**src/sv/bdd_pkg.sv**
```systemverilog
package bdd_pkg;

    localparam int MAX_BYTES_DEF  = 8;
    localparam int MAX_DIGITS_DEF = 20;
    localparam int QUEUE_DEPTH    = 2;
    localparam int BITS_PER_BYTE  = 8;

    localparam logic [3:0] BCD_TEN  = 4'd10;
    localparam logic [3:0] BCD_NINE = 4'd9;
    localparam logic [3:0] BCD_FIVE = 4'd5;

    // one queued byte as the front part classified it
    typedef struct packed {
        logic [7:0] data;
        logic       last;
        logic       drop;
    } bdd_entry_t;

    typedef enum logic [1:0] {
        ST_IDLE,
        ST_CALC,
        ST_EMIT
    } bdd_state_t;

endpackage

```
**src/sv/bdd_queue.sv**
```systemverilog
module bdd_queue
(
    input  logic                clk,
    input  logic                rst_n,
    input  logic                push,
    input  bdd_pkg::bdd_entry_t push_entry,
    output logic                full,
    input  logic                pop,
    output bdd_pkg::bdd_entry_t pop_entry,
    output logic                empty
);
    import bdd_pkg::*;

    localparam int PTR_W = (QUEUE_DEPTH > 1) ? $clog2(QUEUE_DEPTH) : 1;
    localparam int CNT_W = $clog2(QUEUE_DEPTH + 1);

    bdd_entry_t        slot_reg [QUEUE_DEPTH];
    logic [PTR_W-1:0]  wr_ptr_reg;
    logic [PTR_W-1:0]  wr_ptr_next;
    logic [PTR_W-1:0]  rd_ptr_reg;
    logic [PTR_W-1:0]  rd_ptr_next;
    logic [CNT_W-1:0]  count_reg;
    logic [CNT_W-1:0]  count_next;

    assign full      = (count_reg == CNT_W'(QUEUE_DEPTH));
    assign empty     = (count_reg == '0);
    assign pop_entry = slot_reg[rd_ptr_reg];

    always_comb
    begin
        wr_ptr_next = wr_ptr_reg;
        rd_ptr_next = rd_ptr_reg;
        count_next  = count_reg;
        if (push)
        begin
            wr_ptr_next = (wr_ptr_reg == PTR_W'(QUEUE_DEPTH - 1)) ? '0 : wr_ptr_reg + 1'b1;
        end
        if (pop)
        begin
            rd_ptr_next = (rd_ptr_reg == PTR_W'(QUEUE_DEPTH - 1)) ? '0 : rd_ptr_reg + 1'b1;
        end
        if (push && !pop)
        begin
            count_next = count_reg + 1'b1;
        end
        else if (pop && !push)
        begin
            count_next = count_reg - 1'b1;
        end
    end

    always_ff @(posedge clk or negedge rst_n)
    begin
        if (!rst_n)
        begin
            wr_ptr_reg <= '0;
            rd_ptr_reg <= '0;
            count_reg  <= '0;
        end
        else
        begin
            wr_ptr_reg <= wr_ptr_next;
            rd_ptr_reg <= rd_ptr_next;
            count_reg  <= count_next;
        end
    end

    always_ff @(posedge clk)
    begin
        if (push)
        begin
            slot_reg[wr_ptr_reg] <= push_entry;
        end
    end

endmodule

```
**src/sv/bdd_front.sv**
```systemverilog
module bdd_front #(
    parameter int MAX_BYTES = bdd_pkg::MAX_BYTES_DEF
)
(
    input  logic                clk,
    input  logic                rst_n,
    input  logic                s_tvalid,
    output logic                s_tready,
    input  logic [7:0]          s_tdata,
    input  logic                s_tlast,
    output logic                push,
    output bdd_pkg::bdd_entry_t push_entry,
    input  logic                full
);
    import bdd_pkg::*;

    localparam int CNT_W = $clog2(MAX_BYTES + 1);

    logic [CNT_W-1:0] taken_reg;
    logic [CNT_W-1:0] taken_next;
    logic             accept;
    logic             drop;

    assign s_tready = !full;
    assign accept   = s_tvalid && s_tready;
    // bytes past the limit are still queued so the back end sees the flag and the end mark
    assign drop     = (taken_reg >= CNT_W'(MAX_BYTES));

    assign push            = accept;
    assign push_entry.data = s_tdata;
    assign push_entry.last = s_tlast;
    assign push_entry.drop = drop;

    always_comb
    begin
        taken_next = taken_reg;
        if (accept)
        begin
            if (s_tlast)
            begin
                taken_next = '0;
            end
            else if (!drop)
            begin
                taken_next = taken_reg + 1'b1;
            end
        end
    end

    always_ff @(posedge clk or negedge rst_n)
    begin
        if (!rst_n)
        begin
            taken_reg <= '0;
        end
        else
        begin
            taken_reg <= taken_next;
        end
    end

endmodule

```
**src/sv/bdd_back.sv**
```systemverilog
module bdd_back #(
    parameter int MAX_DIGITS = bdd_pkg::MAX_DIGITS_DEF
)
(
    input  logic                clk,
    input  logic                rst_n,
    input  logic                empty,
    input  bdd_pkg::bdd_entry_t pop_entry,
    output logic                pop,
    output logic                m_tvalid,
    input  logic                m_tready,
    output logic [7:0]          m_tdata,
    output logic                m_tlast,
    output logic                m_tuser
);
    import bdd_pkg::*;

    localparam int DW = 4 * MAX_DIGITS;

    bdd_state_t       state_reg;
    bdd_state_t       state_next;
    logic [DW-1:0]    sum_reg;
    logic [DW-1:0]    sum_next;
    logic [DW-1:0]    pow_reg;
    logic [DW-1:0]    pow_next;
    logic [7:0]       byte_reg;
    logic [7:0]       byte_next;
    logic [2:0]       bit_cnt_reg;
    logic [2:0]       bit_cnt_next;
    logic             last_reg;
    logic             last_next;
    logic             ovf_reg;
    logic             ovf_next;

    logic [DW-1:0]    sum_add;
    logic [DW-1:0]    pow_dbl;
    logic [MAX_DIGITS:0] carry;
    logic [4:0]       pair [MAX_DIGITS];
    logic [4:0]       total [MAX_DIGITS];
    logic [4:0]       twice [MAX_DIGITS];
    logic             upper_zero;
    logic             out_fire;

    // decimal add with generate/propagate carries, like a binary adder
    always_comb
    begin
        carry[0] = 1'b0;
        for (int k = 0; k < MAX_DIGITS; k++)
        begin
            pair[k]     = {1'b0, sum_reg[4*k +: 4]} + {1'b0, pow_reg[4*k +: 4]};
            carry[k+1]  = (pair[k] >= {1'b0, BCD_TEN})
                        || ((pair[k] == {1'b0, BCD_NINE}) && carry[k]);
            total[k]    = pair[k] + {4'd0, carry[k]};
            sum_add[4*k +: 4] = carry[k+1] ? 4'(total[k] - {1'b0, BCD_TEN}) : total[k][3:0];
        end
    end

    // doubling: the carry into a digit depends only on the digit below
    always_comb
    begin
        for (int k = 0; k < MAX_DIGITS; k++)
        begin
            twice[k] = {pow_reg[4*k +: 4], 1'b0};
            if (k > 0)
            begin
                twice[k] = twice[k] + {4'd0, (pow_reg[4*(k-1) +: 4] >= BCD_FIVE)};
            end
            pow_dbl[4*k +: 4] = (pow_reg[4*k +: 4] >= BCD_FIVE)
                              ? 4'(twice[k] - {1'b0, BCD_TEN}) : twice[k][3:0];
        end
    end

    assign upper_zero = (sum_reg[DW-1:4] == '0);
    assign m_tvalid   = (state_reg == ST_EMIT);
    assign m_tdata    = {4'd0, sum_reg[3:0]};
    assign m_tlast    = upper_zero;
    assign m_tuser    = ovf_reg;
    assign out_fire   = m_tvalid && m_tready;

    always_comb
    begin
        state_next   = state_reg;
        sum_next     = sum_reg;
        pow_next     = pow_reg;
        byte_next    = byte_reg;
        bit_cnt_next = bit_cnt_reg;
        last_next    = last_reg;
        ovf_next     = ovf_reg;
        pop          = 1'b0;
        case (state_reg)
            ST_IDLE:
            begin
                if (!empty)
                begin
                    pop = 1'b1;
                    if (pop_entry.drop)
                    begin
                        ovf_next = 1'b1;
                        if (pop_entry.last)
                        begin
                            state_next = ST_EMIT;
                        end
                    end
                    else
                    begin
                        byte_next    = pop_entry.data;
                        last_next    = pop_entry.last;
                        bit_cnt_next = '0;
                        state_next   = ST_CALC;
                    end
                end
            end
            ST_CALC:
            begin
                if (byte_reg[0])
                begin
                    sum_next = sum_add;
                end
                pow_next     = pow_dbl;
                byte_next    = {1'b0, byte_reg[7:1]};
                bit_cnt_next = bit_cnt_reg + 1'b1;
                if (bit_cnt_reg == 3'(BITS_PER_BYTE - 1))
                begin
                    state_next = last_reg ? ST_EMIT : ST_IDLE;
                end
            end
            ST_EMIT:
            begin
                if (out_fire)
                begin
                    sum_next = {4'd0, sum_reg[DW-1:4]};
                    if (upper_zero)
                    begin
                        sum_next   = '0;
                        pow_next   = DW'(1);
                        ovf_next   = 1'b0;
                        state_next = ST_IDLE;
                    end
                end
            end
            default:
            begin
                state_next = ST_IDLE;
            end
        endcase
    end

    always_ff @(posedge clk or negedge rst_n)
    begin
        if (!rst_n)
        begin
            state_reg   <= ST_IDLE;
            sum_reg     <= '0;
            pow_reg     <= DW'(1);
            ovf_reg     <= 1'b0;
            bit_cnt_reg <= '0;
            last_reg    <= 1'b0;
        end
        else
        begin
            state_reg   <= state_next;
            sum_reg     <= sum_next;
            pow_reg     <= pow_next;
            ovf_reg     <= ovf_next;
            bit_cnt_reg <= bit_cnt_next;
            last_reg    <= last_next;
        end
    end

    always_ff @(posedge clk)
    begin
        byte_reg <= byte_next;
    end

    a_digit_bcd: assert property (@(posedge clk) disable iff (!rst_n)
        m_tvalid |-> (m_tdata[3:0] <= BCD_NINE))
        else $error("emitted digit is not decimal");

    a_clear_after_number: assert property (@(posedge clk) disable iff (!rst_n)
        out_fire && m_tlast |=> (sum_reg == '0) && (pow_reg == DW'(1)) && !ovf_reg)
        else $error("state not cleared after the last digit");

    a_pop_only_idle: assert property (@(posedge clk) disable iff (!rst_n)
        pop |-> (state_reg == ST_IDLE) && !empty)
        else $error("queue popped outside idle or while empty");

endmodule

```
**src/sv/binary_to_decimal_digits.sv**
```systemverilog
// channel  | dir | tdata            | tlast       | tuser
// s_axis   | in  | [7:0] data_byte  | last_byte   | -
// m_axis   | out | [3:0] digit      | last_digit  | overflow_flag
//
// a byte within the limit is popped from the queue by the back end and then runs
// through eight bit steps of the shared decimal add/double unit; a dropped byte is only popped
// the number then comes out one digit per cycle while m_tready is high, least significant first
// a two-entry queue sits between the byte classifier and the back end, so input
// can still be taken until the queue fills while digits wait on m_tready
// rst_n clears the queue, counters and the decimal sum, and sets the power register to one
module binary_to_decimal_digits #(
    parameter int MAX_BYTES  = bdd_pkg::MAX_BYTES_DEF,
    parameter int MAX_DIGITS = bdd_pkg::MAX_DIGITS_DEF
)
(
    input  logic       clk,
    input  logic       rst_n,
    input  logic       s_tvalid,
    output logic       s_tready,
    input  logic [7:0] s_tdata,   // [7:0] data_byte
    input  logic       s_tlast,
    output logic       m_tvalid,
    input  logic       m_tready,
    output logic [7:0] m_tdata,   // [3:0] digit, [7:4] zero
    output logic       m_tlast,
    output logic       m_tuser    // [0] overflow_flag
);
    import bdd_pkg::*;

    logic       q_push;
    logic       q_pop;
    logic       q_full;
    logic       q_empty;
    bdd_entry_t q_in;
    bdd_entry_t q_out;

    bdd_front #(
        .MAX_BYTES (MAX_BYTES)
    ) u_front (
        .clk        (clk),
        .rst_n      (rst_n),
        .s_tvalid   (s_tvalid),
        .s_tready   (s_tready),
        .s_tdata    (s_tdata),
        .s_tlast    (s_tlast),
        .push       (q_push),
        .push_entry (q_in),
        .full       (q_full)
    );

    bdd_queue u_queue (
        .clk        (clk),
        .rst_n      (rst_n),
        .push       (q_push),
        .push_entry (q_in),
        .full       (q_full),
        .pop        (q_pop),
        .pop_entry  (q_out),
        .empty      (q_empty)
    );

    bdd_back #(
        .MAX_DIGITS (MAX_DIGITS)
    ) u_back (
        .clk       (clk),
        .rst_n     (rst_n),
        .empty     (q_empty),
        .pop_entry (q_out),
        .pop       (q_pop),
        .m_tvalid  (m_tvalid),
        .m_tready  (m_tready),
        .m_tdata   (m_tdata),
        .m_tlast   (m_tlast),
        .m_tuser   (m_tuser)
    );

endmodule
```
**config.mk**
```make
export PLATFORM = sky130hd
export DESIGN_NAME = binary_to_decimal_digits
export DESIGN_NICKNAME = d
export VERILOG_FILES = /design/src/sv/bdd_pkg.sv /design/src/sv/bdd_queue.sv /design/src/sv/bdd_front.sv /design/src/sv/bdd_back.sv /design/src/sv/binary_to_decimal_digits.sv
export SDC_FILE = /design/constraint.sdc
export NUM_CORES = 1
export LEC_CHECK = 0
export BUFFER_PORTS_ARGS = -buffer_cell sky130_fd_sc_hd__buf_2
export CAP_MARGIN = 20
export CORE_ASPECT_RATIO = 1.1
export CORE_MARGIN = 2
export CORE_UTILIZATION = 55
export CTS_CLUSTER_SIZE = 12
export DETAILED_ROUTE_END_ITERATION = 10
export HOLD_SLACK_MARGIN = 0.1
export PLACE_DENSITY = 0.69
export REMOVE_ABC_BUFFERS = 1
export SYNTH_ARGS = -nofsm -noshare
export SYNTH_HDL_FRONTEND = slang
export SYNTH_SLANG_ARGS = --single-unit
```
**constraint.sdc**
```tcl
create_clock -name clk -period 13.78 [get_ports clk]
set_clock_uncertainty 0.2 [all_clocks]
set_input_delay 2.067 -clock clk [delete_from_list [all_inputs] [get_ports clk]]
set_output_delay 2.067 -clock clk [all_outputs]
set_load 0.01 [all_outputs]
```
# Word-level counts from Yosys, hierarchy flattened
# Memory sizes are Yosys's and may differ from the RTL's.
# Index checks and enable logic that the tools add are counted.
dict set report totals {
  in_bits 13
  mem_bits_rw 20
  out_inout_bits 12
  ff_bits 183
  memories 1
  word_cells 326
}
# memory depth width read_ports rd_clocked_by_memory_dff wr line
set memory_table {}
lappend memory_table {u_queue.slot_reg 2 10 1 0 1 bdd_queue.sv:17} ;# bdd_entry_t slot_reg [QUEUE_DEPTH];
dict set report classes {
  order_cmp 41
  n_reduce_logical 59
  add_sub_neg 104
  bitwise_logic 2
  eq_ne 32
  n_mux 76
}
# cell count
set op_table {}
lappend op_table {{$mux W80} 4}
lappend op_table {{$pmux W80 S2} 2}
lappend op_table {{$mux W4} 42}
lappend op_table {{$sub A4 B4 Y4 const B} 40}
lappend op_table {{$add A4 B1 Y4} 38}
lappend op_table {{$add A4 B4 Y5} 20}
lappend op_table {{$ge A5 B4 Y1 const B} 20}
lappend op_table {{$eq A5 B4 Y1 const B} 19}
lappend op_table {{$ge A4 B3 Y1 const B} 20}
lappend op_table {{$logic_not A76 Y1} 1}
lappend op_table {{$mux W76} 1}
lappend op_table {{$logic_and A1 B1 Y1} 23}
lappend op_table {{$logic_or A1 B1 Y1} 19}
lappend op_table {{$mux W2} 9}
lappend op_table {{$mux W8} 2}
lappend op_table {{$pmux W8 S2} 1}
lappend op_table {{$ne A2 B2 Y1 const B} 6}
lappend op_table {{$reduce_and A3 Y1} 4}
lappend op_table {{$mux W1} 10}
lappend op_table {{$reduce_and A5 Y1} 2}
lappend op_table {{$reduce_bool A2 Y1} 4}
lappend op_table {{$mux W3} 2}
lappend op_table {{$pmux W2 S3} 1}
lappend op_table {{$pmux W3 S2} 1}
lappend op_table {{other kinds (16)} 23}

# Depth between registers and ports, before layout
dict set report logic_depth {
  word_depth 43
  depth_mapped 23
  ltp_nobuf 22
}

# Hierarchy
# From an unflattened synthesis, not the netlist that was laid out.
dict set report unflattened {
  hier_cells 1721
  hier_area_um2 15651.3
}
# mod cells_per_inst seq_area_each_um2 area_each_um2 instances
set by_module_without_submodules {}
lappend by_module_without_submodules {bdd_back 1640 4420.5 14378.8 1}
lappend by_module_without_submodules {bdd_queue 47 700.7 947.2 1}
lappend by_module_without_submodules {bdd_front 34 100.1 325.3 1}

# Worst setup path after synthesis
# OpenSTA, ideal clock, no wires.
dict set report synth_path {
  kind {register to register}
  startpoint {register u_back.sum_reg[0]}
  endpoint {register u_back.sum_reg[23]}
  path_stages_with_launch 24
  slack_ns 8.767
  t_required_ns 13.443
  setup_ns 0.137
  arrival_time_ns 4.676
  period_less_slack_ns 5.013
  path_buffers 1
  path_cell_list {dfrtp_1 ha_1 fa_1 xnor2_1 ha_1 nand2b_1 a21oi_1 a211oi_2 or2_2 buf_2 a41o_1 a21boi_1 o21ai_2 a311oi_2 inv_1 ha_1 ha_1 xnor2_1 ha_1 nor4_1 xnor2_1 nand2_1 o21ai_0 a21oi_1}
}
dict set report synth_via {
  elab_chain_cells 15
  word_cells_on_any_way 17
  classes_between {add/sub: 3; order compare: 1; mux: 3; reduce/logical: 10}
}
# item line
set synth_lines {}
lappend synth_lines {{from (decl)} bdd_back.sv:22} ;# logic [DW-1:0] sum_reg;
lappend synth_lines {{from (signal assigned)} bdd_back.sv:162} ;# sum_reg <= sum_next;
lappend synth_lines {{$add A4 B4 Y5 (*)} bdd_back.sv:50} ;# pair[k] = {1'b0, sum_reg[4*k +: 4]} + {1'b0, pow_reg[4*k +: 4]};
lappend synth_lines {{$ge A5 B4 Y1 (*)} bdd_back.sv:51} ;# carry[k+1] = (pair[k] >= {1'b0, BCD_TEN})
lappend synth_lines {{$logic_and A1 B1 Y1 (*)} bdd_back.sv:52} ;# || ((pair[k] == {1'b0, BCD_NINE}) && carry[k]);
lappend synth_lines {{$logic_or A1 B1 Y1 (*)} bdd_back.sv:52}
lappend synth_lines {{$logic_and A1 B1 Y1 (*)} bdd_back.sv:52}
lappend synth_lines {{$logic_or A1 B1 Y1 (*)} bdd_back.sv:52}
lappend synth_lines {{$logic_and A1 B1 Y1 (*)} bdd_back.sv:52}
lappend synth_lines {{$logic_or A1 B1 Y1 (*)} bdd_back.sv:52}
lappend synth_lines {{$logic_and A1 B1 Y1 (*)} bdd_back.sv:52}
lappend synth_lines {{$logic_or A1 B1 Y1 (*)} bdd_back.sv:52}
lappend synth_lines {{$add A4 B1 Y4 or $logic_and A1 B1 Y1 (tied branches)} {bdd_back.sv:53, bdd_back.sv:52}}
lappend synth_lines {{$sub A4 B4 Y4 or $logic_or A1 B1 Y1 (tied branches)} {bdd_back.sv:54, bdd_back.sv:52}}
lappend synth_lines {{$mux W4 (*)} bdd_back.sv:54} ;# sum_add[4*k +: 4] = carry[k+1] ? 4'(total[k] - {1'b0, BCD_TEN}) : total[k][3:0];
lappend synth_lines {{$mux W80 (*)} bdd_back.sv:115} ;# if (byte_reg[0])
lappend synth_lines {{$pmux W80 S2 (*)} bdd_back.sv:90} ;# case (state_reg)
# Every way passes the cells marked *; elsewhere a longest branch is shown, timed or not. The select of a mux whose other input is x is not followed.
# A chain may end at the register's enable or synchronous reset.

# Final worst setup path
# Ends and elaborated chain as after synthesis.

==> key figures <==
Worst setup path
  – Critical setup path kind: flip-flop to flip-flop
  – Crit-path max cell delay: 0.44 ns
  – CP top delay family: compound AO/OA/AOI/OAI gates
  – Worst setup SP type: flip-flop
  – Worst path slowest cell: a311oi_2
  – Data arrival, critical path: approximately 5.7 ns
  – CP Buf/Inv Count: 1
  – Crit Path Max Fanout: 5
  – CP cell instances: ha_1 > fa_1 > xnor2_1 > ha_1 > nand2b_1 > a21oi_1 > a211oi_2 > or2_2 > a41o_1 > a21boi_1 > o21ai_2 > a311oi_2 > inv_1 > ha_1 > ha_1 > xnor2_1 > ha_1 > nor4_1 > xnor2_1 > nand2_1 > o21ai_0 > a21oi_1
  – Crit-path most repeated cell: ha_1
  – Critical Path RT: 13.98 ns
  – Critical Path End Type: flip-flop

Finish
  – Final Cell Area: roughly 16000 sq um
  – Fill cells: ~2400
  – Fraction of layout instances using a drive strength above 1: 0.0642
  – Register area: approximately 5200 sq um
  – Multi-input logic area: 9420 sq um
  – Area growth syn-to-layout: 7.70%
  – Diode count: 0
  – Layout Nets: between 1500 and 2000

Timing
  – TNS Setup: 0 ns
  – RSZ-0062 raised after global routing: no
  – # setup viols final: 0
  – Post-route minimum period: around 5.5 ns
  – Tightest Pin Transition: 1.11 ns
  – Fmax: around 0.18 GHz
  – Final Hold Viols: 0
  – Max-slew headroom: 0.257
  – Crit share post-route: 0.396
  – Max Slew Vio Count: 0

Run
  – Max Cap Viol: 0

Die
  – Chip Height: about 180 um
  – Die width: approximately 160 um
  – CORE AREA: between 20000 and 30000 sq um
  – IO Count: 25
  – Full die area: 29000 sq um
  – Row Count: 63
  – Starting Density: 0.561

GRT
  – GRT Resource Usage Total: 0.271
  – First-pass GRT wire length: about 63 mm
  – Vias in the first global route: 12300
  – Initial antenna violation count: 0
  – Total grt overflow: 0
  – Pin count of the biggest net entering global routing: 73

Status
  – Outcome: finished clean

Power and ir drop
  – Pwr/cell area: ~120 nW/um^2
  – Leak: just over 7 nW
  – Overall power: roughly 2.0 mW
  – Max VDD drop: roughly 100 uV

Route
  – 1st-iter DRT viols: about 700
  – Routed length per instance: between 15 and 20 um
  – Antenna-violating nets left: 0
  – First-pass detailed-route iteration total: 6
  – Vias: between 10000 and 15000
  – Post-DR vias/cell: ~6.0
  – Wirelength, routed: 38.3 mm
  – DRC: 0

Placed design
  – Final Wtd Congestion: ~0.85
  – Final HPWL DP: 25.8 mm
  – Dpl cell area: around 16000 sq um
  – IO buf count: 20

Synthesis
  – Sequential fraction of the synthesis area: 0.343
  – Synth Warn #: 0
  – Async SR Flop Fraction: 0.862
  – Number of synthesized flops with an enable pin: 28
  – Yosys reg bits: between 200 and 250
  – Top_reg_cell synth: dfrtp_1
  – Synth Area per Inst: around 9.1 sq um
  – Distinct cells, synth: 76
  – Syn Std Cell Area: 15200 sq um
  – Ranking of synthesized cells by area: dfrtp_1 (29%), ha_1 (15%), edfxtp_1 (5.5%)
  – Area fraction of the dominant cell type after synthesis: 0.286
  – Cell type with the largest total area after synthesis: dfrtp_1
  – Cells after Synth: 1676
  – Post-synth top cells: ha_1 (183), nor2_1 (183), dfrtp_1 (174)

Clock tree
  – Setup Fix Bufs, Post-CTS: 0
  – Resize count post-CTS: 0
  – Hold bufs inserted after CTS: 0
  – CTS tree: done
  – CTS Buffer Depth: 3
  – Clk Latency, worst-skew pair: 0.54 ns
  – CTS Sinks: roughly 200
  – H-tree Lvls: 1
  – CTS clk-pin slew, worst paths: around 0.060 ns
  – CTS Buf Count: 25
  – CTS root buffer: clkbuf_16

Worst hold path
  – HP Class: flip-flop to flip-flop
kinds of logic after synthesis:
logic type / after synthesis / share of synthesized area
and+or+nand+nor: 510 / 0.151
AOI/OAI and AO/OA: 440 / 0.191
adders and majority gates: 203 / 0.177
DFF: 203 / 0.343
buffers and inverters: 157 / 0.0408
xor gates and xnor gates: 131 / 0.0763
muxes: 31 / 0.0208
other: 1 / 0.000247
stage by stage:
| stage | hold WS (ns) | std cells | setup slack [ns] | util |
|---|---|---|---|---|
| after floorplan | 0.246 | 1604 | 7.18 | - |
| after global placement | 0.264 | 1993 | 8.52 | 0.575 |
| after detailed placement | 0.276 | 1993 | 8.36 | 0.575 |
| after CTS | 0.283 | 2039 | 8.34 | 0.604 |
| after global routing | 0.306 | 2039 | 7.82 | 0.604 |
| final | 0.284 | 2039 | 8.33 | 0.604 |
placed cells by master, fill, tap and decap left out, drive strengths merged, types with 27 or more instances in the layout:
cell type	n
xnor2	93
nand2	158
a31oi	35
nand2b	28
a211oi	27
a21o	34
nand3	54
xor2	37
buf	32
o21ai	100
a21oi	116
edfxtp	28
o31ai	42
clkbuf	33
inv	84
nor2	183
ha	183
dfrtp	174
power by group:
part | switching (mW) | internal (mW)
clock network | 0.270 | 0.366
registers | 0.0625 | 0.666
logic | 0.352 | 0.288
total | 0.685 | 1.32
layer usage:
| metal | track usage | up-vias | routed length (um) |
|---|---|---|---|
| met3 | 0.0372 | 79 | 1890 |
| met1 | 0.343 | 5984 | 16700 |
| met4 | 0.0940 | 0 | 1180 |
| met5 | 0 | - | 0 |
| li1 | - | 5948 | - |
| met2 | 0.478 | 304 | 18500 |
final cells by class:
class | instances | area share
multi-input cells | 1319 | 0.575
flip-flops and latches | 203 | 0.319
clock buffers | 33 | 0.0412
well taps | 357 | 0.0273
inverters | 82 | 0.0188
repair buffers | 32 | 0.0120
clock inverters | 13 | 0.00665
worst paths after layout:
| path | to | depth (start not counted) | from | slack, ns |
|---|---|---|---|---|
| worst max-delay path | u_back.sum_reg[23] | 22 | u_back.sum_reg[0] | 8.33 |
| worst min-delay path | u_back.bit_cnt_reg[0] | 1 | u_back.bit_cnt_reg[0] | 0.28 |
| worst max register to register | u_back.sum_reg[23] | 22 | u_back.sum_reg[0] | 8.33 |
| worst min register to register | u_back.bit_cnt_reg[0] | 1 | u_back.bit_cnt_reg[0] | 0.28 |
| max in group asynchronous | u_back.pow_reg[11] | 2 | rst_n | 10.79 |
| min in group asynchronous | u_front.taken_reg[2] | 1 | rst_n | 1.35 |
Power figures use the tool's default switching activity.
